File: src/sv/bmsort_pkg.sv
package bmsort_pkg;

  localparam int MAX_ITEMS_DEF = 64;
  localparam int KEY_BITS_DEF  = 32;
  localparam int KEY_W         = 32;
  localparam int TAG_W         = 16;
  localparam int CNT_W         = 7;
  localparam int LVL_W         = 3;

  typedef struct packed {
    logic             wr_en;
    logic [CNT_W-1:0] wr_addr;
    logic             rd_en;
    logic [CNT_W-1:0] rd_addr;
    logic             scan_clr;
    logic             new_flush;
    logic             emit;
    logic             emit_empty;
    logic             last;
    logic [CNT_W-1:0] count;
    logic             dropped;
  } cmd_t;

endpackage

File: src/sv/bmsort_ram.sv
module bmsort_ram #(
  parameter int WIDTH = 48,
  parameter int DEPTH = 64
) (
  input  logic                     clk,
  input  logic                     we,
  input  logic [$clog2(DEPTH)-1:0] waddr,
  input  logic [WIDTH-1:0]         wdata,
  input  logic [$clog2(DEPTH)-1:0] raddr,
  output logic [WIDTH-1:0]         rdata
);

  logic [WIDTH-1:0] mem [DEPTH];

  always_ff @(posedge clk) begin
    if (we) begin
      mem[waddr] <= wdata;
    end
    rdata <= mem[raddr];
  end

endmodule

File: src/sv/bmsort_ctrl.sv
module bmsort_ctrl #(
  parameter int MAX_ITEMS = bmsort_pkg::MAX_ITEMS_DEF
) (
  input  logic              clk,
  input  logic              rst_n,
  input  logic              start,
  input  logic              in_action,
  output logic              busy,
  output bmsort_pkg::cmd_t  cmd
);
  import bmsort_pkg::*;

  typedef enum logic [1:0] {S_IDLE, S_SCAN, S_DRAIN, S_EMIT} state_t;

  state_t           state_r, state_nxt;
  logic [CNT_W-1:0] held_r, held_nxt;
  logic             ovf_r, ovf_nxt;
  logic [CNT_W-1:0] rd_r, rd_nxt;
  logic [CNT_W-1:0] emitted_r, emitted_nxt;

  assign busy = (state_r != S_IDLE);

  always_comb begin
    state_nxt   = state_r;
    held_nxt    = held_r;
    ovf_nxt     = ovf_r;
    rd_nxt      = rd_r;
    emitted_nxt = emitted_r;
    cmd         = '0;
    cmd.wr_addr = held_r;
    cmd.rd_addr = rd_r;
    cmd.count   = held_r;
    cmd.dropped = ovf_r;
    case (state_r)
      S_IDLE: begin
        if (start) begin
          if (!in_action) begin
            if (held_r >= CNT_W'(MAX_ITEMS)) begin
              ovf_nxt = 1'b1;
            end else begin
              cmd.wr_en = 1'b1;
              held_nxt  = held_r + 1'b1;
            end
          end else if (held_r == '0) begin
            cmd.emit_empty = 1'b1;
            ovf_nxt        = 1'b0;
          end else begin
            cmd.new_flush = 1'b1;
            rd_nxt        = '0;
            emitted_nxt   = '0;
            state_nxt     = S_SCAN;
          end
        end
      end
      S_SCAN: begin
        cmd.rd_en    = 1'b1;
        cmd.scan_clr = (rd_r == '0);
        rd_nxt       = rd_r + 1'b1;
        if (rd_r == held_r - 1'b1) begin
          state_nxt = S_DRAIN;
        end
      end
      S_DRAIN: begin
        state_nxt = S_EMIT;
      end
      S_EMIT: begin
        cmd.emit    = 1'b1;
        cmd.last    = (emitted_r == held_r - 1'b1);
        emitted_nxt = emitted_r + 1'b1;
        rd_nxt      = '0;
        if (cmd.last) begin
          held_nxt  = '0;
          ovf_nxt   = 1'b0;
          state_nxt = S_IDLE;
        end else begin
          state_nxt = S_SCAN;
        end
      end
      default: begin
        state_nxt = S_IDLE;
      end
    endcase
  end

  always_ff @(posedge clk) begin
    if (!rst_n) begin
      state_r   <= S_IDLE;
      held_r    <= '0;
      ovf_r     <= 1'b0;
      rd_r      <= '0;
      emitted_r <= '0;
    end else begin
      state_r   <= state_nxt;
      held_r    <= held_nxt;
      ovf_r     <= ovf_nxt;
      rd_r      <= rd_nxt;
      emitted_r <= emitted_nxt;
    end
  end

endmodule

File: src/sv/bmsort_dp.sv
module bmsort_dp #(
  parameter int MAX_ITEMS = bmsort_pkg::MAX_ITEMS_DEF,
  parameter int KEY_BITS  = bmsort_pkg::KEY_BITS_DEF
) (
  input  logic                         clk,
  input  logic                         rst_n,
  input  bmsort_pkg::cmd_t             cmd,
  input  logic [bmsort_pkg::KEY_W-1:0] in_key,
  input  logic [bmsort_pkg::TAG_W-1:0] in_tag,
  output logic                         out_valid,
  output logic [bmsort_pkg::KEY_W-1:0] out_key,
  output logic [bmsort_pkg::TAG_W-1:0] out_tag,
  output logic                         out_last,
  output logic                         out_empty_res,
  output logic [bmsort_pkg::CNT_W-1:0] out_item_count,
  output logic                         out_dropped
);
  import bmsort_pkg::*;

  localparam int KW = (KEY_BITS < KEY_W) ? KEY_BITS : KEY_W;
  localparam int AW = $clog2(MAX_ITEMS);
  localparam int RW = KW + LVL_W + AW;

  logic [KW+TAG_W-1:0] rd_data;
  logic                vld_r;
  logic [AW-1:0]       raddr_r;
  logic [LVL_W-1:0]    lvl;
  logic [CNT_W-1:0]    pos;
  logic [RW-1:0]       rank;
  logic                elig, better;
  logic [RW-1:0]       best_r, prev_r;
  logic                best_v_r, have_prev_r;
  logic [KW-1:0]       best_key_r;
  logic [TAG_W-1:0]    best_tag_r;

  bmsort_ram #(.WIDTH(KW + TAG_W), .DEPTH(MAX_ITEMS)) u_ram (
    .clk   (clk),
    .we    (cmd.wr_en),
    .waddr (cmd.wr_addr[AW-1:0]),
    .wdata ({in_key[KW-1:0], in_tag}),
    .raddr (cmd.rd_addr[AW-1:0]),
    .rdata (rd_data)
  );

  // The run that holds an item is given by the highest bit where its
  // position differs from the count; smaller runs are more recent.
  always_comb begin
    pos = CNT_W'(raddr_r);
    lvl = '0;
    for (int i = 0; i < CNT_W; i++) begin
      if (pos[i] != cmd.count[i]) begin
        lvl = LVL_W'(i);
      end
    end
    rank   = {rd_data[KW+TAG_W-1:TAG_W], lvl, raddr_r};
    elig   = !have_prev_r || (rank > prev_r);
    better = !best_v_r || (rank < best_r);
  end

  always_ff @(posedge clk) begin
    raddr_r <= cmd.rd_addr[AW-1:0];
    if (vld_r && elig && better) begin
      best_r     <= rank;
      best_key_r <= rd_data[KW+TAG_W-1:TAG_W];
      best_tag_r <= rd_data[TAG_W-1:0];
    end
    if (cmd.emit) begin
      prev_r <= best_r;
    end
    out_key        <= cmd.emit ? KEY_W'(best_key_r) : '0;
    out_tag        <= cmd.emit ? best_tag_r : '0;
    out_last       <= cmd.last || cmd.emit_empty;
    out_empty_res  <= cmd.emit_empty;
    out_item_count <= cmd.count;
    out_dropped    <= cmd.dropped;
  end

  always_ff @(posedge clk) begin
    if (!rst_n) begin
      vld_r       <= 1'b0;
      best_v_r    <= 1'b0;
      have_prev_r <= 1'b0;
      out_valid   <= 1'b0;
    end else begin
      vld_r     <= cmd.rd_en;
      out_valid <= cmd.emit || cmd.emit_empty;
      if (cmd.scan_clr) begin
        best_v_r <= 1'b0;
      end else if (vld_r && elig && better) begin
        best_v_r <= 1'b1;
      end
      if (cmd.new_flush) begin
        have_prev_r <= 1'b0;
      end else if (cmd.emit) begin
        have_prev_r <= 1'b1;
      end
    end
  end

endmodule

File: src/sv/bottom_up_merge_sorter_top.sv
// Sorter that collects items and returns them in ascending key order.
// Input: an item is taken when start is high and busy is low. in_action 0
// adds the key and tag; adds beyond MAX_ITEMS are dropped and
// remembered. in_action 1 flushes the store.
// Output: each result is shown for one cycle with out_valid high; the
// receiver cannot stall. The last result of a flush has out_last set, and
// every result carries the held count and the dropped flag.
// An empty flush returns one result with out_empty_res set, in the cycle
// right after the flush is taken.
// A flush of n items finds each result by one scan of the item memory, one
// entry per cycle through its single read port; busy stays high for the
// whole flush. Ties order items by run, most recent run first, and then
// by arrival. After the last result the store and the dropped flag clear.
// Reset is synchronous and active low; it empties the store and clears the
// dropped flag. Memory contents are not cleared.
module bottom_up_merge_sorter_top #(
  parameter int MAX_ITEMS = bmsort_pkg::MAX_ITEMS_DEF,
  parameter int KEY_BITS  = bmsort_pkg::KEY_BITS_DEF
) (
  input  logic                         clk,
  input  logic                         rst_n,
  input  logic                         start,
  output logic                         busy,
  input  logic                         in_action,
  input  logic [bmsort_pkg::KEY_W-1:0] in_key,
  input  logic [bmsort_pkg::TAG_W-1:0] in_tag,
  output logic                         out_valid,
  output logic [bmsort_pkg::KEY_W-1:0] out_key,
  output logic [bmsort_pkg::TAG_W-1:0] out_tag,
  output logic                         out_last,
  output logic                         out_empty_res,
  output logic [bmsort_pkg::CNT_W-1:0] out_item_count,
  output logic                         out_dropped
);
  import bmsort_pkg::*;

  cmd_t cmd;

  bmsort_ctrl #(.MAX_ITEMS(MAX_ITEMS)) u_ctrl (
    .clk       (clk),
    .rst_n     (rst_n),
    .start     (start),
    .in_action (in_action),
    .busy      (busy),
    .cmd       (cmd)
  );

  bmsort_dp #(.MAX_ITEMS(MAX_ITEMS), .KEY_BITS(KEY_BITS)) u_dp (
    .clk            (clk),
    .rst_n          (rst_n),
    .cmd            (cmd),
    .in_key         (in_key),
    .in_tag         (in_tag),
    .out_valid      (out_valid),
    .out_key        (out_key),
    .out_tag        (out_tag),
    .out_last       (out_last),
    .out_empty_res  (out_empty_res),
    .out_item_count (out_item_count),
    .out_dropped    (out_dropped)
  );

endmodule

File: config.mk
export PLATFORM = sky130hd
export DESIGN_NAME = bottom_up_merge_sorter_top
export DESIGN_NICKNAME = d
export VERILOG_FILES = /design/src/sv/bmsort_pkg.sv /design/src/sv/bmsort_ram.sv /design/src/sv/bmsort_ctrl.sv /design/src/sv/bmsort_dp.sv /design/src/sv/bottom_up_merge_sorter_top.sv
export SDC_FILE = /design/constraint.sdc
export NUM_CORES = 2
export LEC_CHECK = 0
export ABC_AREA = 0
export BUFFER_PORTS_ARGS = -buffer_cell sky130_fd_sc_hd__buf_4
export CORE_ASPECT_RATIO = 1.4
export CORE_MARGIN = 2
export CORE_UTILIZATION = 45
export CTS_CLUSTER_DIAMETER = 150
export CTS_CLUSTER_SIZE = 20
export DETAILED_ROUTE_END_ITERATION = 8
export GPL_TIMING_DRIVEN = 0
export HOLD_SLACK_MARGIN = 0.08
export SYNTH_ARGS = -nofsm -noshare
export SYNTH_HDL_FRONTEND = slang
export SYNTH_SLANG_ARGS = --single-unit
export TNS_END_PERCENT = 100
File: constraint.sdc
create_clock -name clk -period 18.95 [get_ports clk]
set_input_delay 3.79 -clock clk [delete_from_list [all_inputs] [get_ports clk]]
set_output_delay 3.79 -clock clk [all_outputs]
set_load 0.02 [all_outputs]
==> results_dict.tcl <==
set metrics [dict create \
    cts_setup_buffers 0 \
    status "complete, but fails checks" \
    tightest_slew_ps 1570 \
    leakagePower_nw 42.2 \
    grt_usage_pct 26.1 \
    path_max_fanout 20 \
    cts_tree "done" \
    rows 229 \
    async_flop_share_pct 0 \
    violations "design-rule violations, max-capacitance violations, max-slew violations" \
    hpwl_um 256000 \
    drc 4 \
    drtAntennaViolNets 0 \
    total_power_w 0.0125 \
    first_global_vias 60800 \
    power_density_mw_per_mm2 88.7 \
    cts.clk_slew.worst_paths_ps 90 \
    fin_crit_sh_pct 32.9 \
    whs_path_depth 0 \
    hold_path.class "reg -> reg" \
    first_iter_violations 8089 \
    fmax_ghz 0.161 \
    cts_hold_buf 0 \
    ys_ff_latch 3310 \
    cp.required_ps 19500 \
    max_slew_margin_pct -4.81 \
    gp_congestion 0.861 \
    fillers 21600 \
    htreeDepth 4 \
    timing.hold.ws_ps 358 \
    synth_area_leader_cell "edfxtp_1" \
    max-vdd-ir-drop_mv 0.0691 \
    synth_area_leaders "edfxtp_1, mux4_2, dfxtp_1" \
    die_w_um 451 \
    cp-start-kind "input pin" \
    cts_resized 0 \
    final_nets 5970 \
    vias_per_cell 6.20 \
    maxSlewViolCount 21 \
    clock_latency_ps 900 \
    synth_nets 5484 \
    period_minus_slack_ps 6230 \
    grt_pass1_wl_um 505000 \
    setup_viol 0 \
    worstReg2RegStart "u_ctrl.rd_r[1]$_SDFFE_PN0P_" \
    rsz0062_at_grt "no" \
    synth_edf_count 3170 \
    cp-endpoint "u_dp.u_ram.mem[25][9]$_DFFE_PP_" \
    yosys_warnings 0 \
    final_common_cell "edfxtp_1" \
    crit_type "in -> reg" \
    syn_area_mm2 0.126 \
    cts_buffers 191 \
    synth_top_flop_cell "edfxtp_1" \
    rrSetupSlack_ps 13020 \
    clockBufferDepth 4 \
    die_h_um 630 \
    port_buffers 111 \
    wirelength_um 373000 \
    grt_max_degree 65 \
    cp.arrival_ps 6780 \
    syn_inst 5342 \
    drive_above_1_share_pct 27.1 \
    fin_skew_ps 48.2 \
    yosysSeqAreaShare_pct 77.8 \
    root_buffer "clkbuf_16" \
    ios 112 \
    wl_per_cell_um 38.5 \
    r2r-end "u_dp.u_ram.rdata[21]$_DFF_P_" \
    overflow 0 \
    initial_core_util_pct 45.3 \
    rr_worst_depth 8 \
    area_growth_pct 12.0 \
    maxCapViolCount 2 \
    core-area_mm2 0.278 \
    synth.top_cell.area_share_pct 75.6 \
    clock-sinks 3310 \
    end_kind "register" \
    first_pass_iters 7 \
    hold_viol_final 0 \
    vias 60100 \
    final_cell_mix "edfxtp_1, mux4_2, clkbuf_1" \
    die-area_mm2 0.284 \
    setup.worst_path.start "start" \
    syn_area_per_cell_um2 23.6 \
    antenna_found_initial 33 \
    ys_types 68 \
]
==> per-stage QoR <==
step | TNS [ps] | instance area (µm²) | instances | worst slack, ps | util [%]
detailed placement | 0 | 136000 | 9330 | 11910 | 48.7
global placement | -238810 | 131000 | 9149 | -4200 | 47.2
global route | 0 | 141000 | 9684 | 12750 | 50.7
CTS | 0 | 141000 | 9633 | 12840 | 50.6
finish | 0 | 141000 | 9686 | 12720 | 50.7
floorplan | 0 | 126000 | 5342 | 6980 | -
==> cell families (layout without fill, tap and decap cells) <==
group,Yosys count,after routing,synth area share (%)
DFF,3310,3310,77.8
muxes,1030,1030,17.6
buffers and inverters,359,955,1.18
and+or+nand+nor,307,307,1.14
AOI/OAI and AO/OA,219,219,1.15
adders and majority gates,90,90,0.894
xor gates and xnor gates,27,27,0.199
other,0,52,0
==> worst max-delay path, cell delays in order <==
cell and delay, ps:
buf_4 110, nand2_1 60, or3_1 400, nor2_1 350, nand3_1 690, nor2_4 1020, buf_12 280
==> sequential cells by signal, summed over array words and instances (netlist names), 2 cells and up <==
signal	flops
u_dp.u_ram.rdata	48
u_ctrl.emitted_r	7
u_dp.out_tag	16
u_dp.best_key_r	32
u_dp.prev_r	41
u_dp.out_key	32
u_dp.best_r	9
u_dp.best_tag_r	16
u_dp.u_ram.mem	3072
u_dp.raddr_r	6
u_ctrl.rd_r	7
u_ctrl.state_r	2
u_ctrl.held_r	7
u_dp.out_item_count	7
==> routing by layer <==
metal | track usage, % | vias to the layer above | wire length (µm)
met3 | 3.27 | 650 | 25700
met1 | 31.9 | 32900 | 131000
met5 | 0 | - | 75
met4 | 13.6 | 10 | 21900
li1 | - | 23600 | -
met2 | 45.4 | 2876 | 194000
==> worst min path at each step <==
stage	startpoint	to
floorplan	u_ctrl.held_r[3]$_SDFFE_PN0P_	u_dp.out_item_count[3]$_DFF_P_
global placement	u_ctrl.rd_r[5]$_SDFFE_PN0P_	u_dp.raddr_r[5]$_DFF_P_
detailed placement	u_ctrl.rd_r[4]$_SDFFE_PN0P_	u_dp.raddr_r[4]$_DFF_P_
CTS	u_ctrl.rd_r[5]$_SDFFE_PN0P_	u_dp.raddr_r[5]$_DFF_P_
global route	u_ctrl.rd_r[4]$_SDFFE_PN0P_	u_dp.raddr_r[4]$_DFF_P_
finish	u_ctrl.rd_r[5]$_SDFFE_PN0P_	u_dp.raddr_r[5]$_DFF_P_
==> cell type report <==
| type | count | area [µm²] | share of cell area, % |
|---|---|---|---|
| buffer | 266 | 1150 | 0.813 |
| clock buffer | 297 | 5200 | 3.69 |
| timing repair buffer | 293 | 4600 | 3.26 |
| antenna | 52 | 130 | 0.0923 |
| inverter | 93 | 349 | 0.248 |
| sequential | 3310 | 98000 | 69.5 |
| multi-input combinational | 1673 | 26900 | 19.1 |
| clock inverter | 6 | 88.8 | 0.0630 |
| tap | 3696 | 4620 | 3.28 |
==> cells in the mapped netlist (14+ instances only) <==
master	instances
edfxtp_1	3170
mux4_2	946
dfxtp_1	140
nor2_1	132
clkbuf_1	125
inv_1	91
ha_1	90
buf_2	81
mux2i_1	81
a21oi_1	58
nand2_1	57
buf_1	52
o21ai_0	35
nand3_1	26
o221ai_1	25
and2_1	19
xnor2_1	18
a21o_1	15
nand4_1	15
o21ai_1	14
o22ai_1	14
==> power by group <==
group	leakage [nW]	internal, W	total (W)	switching, W
registers	29.7	0.00801	0.00802	0.0000107
logic	10.1	0.0000653	0.000256	0.000191
clock network	2.53	0.00190	0.00423	0.00233
total	42.2	0.00998	0.0125	0.00253
No activity file was read; power rests on OpenSTA's default activity.
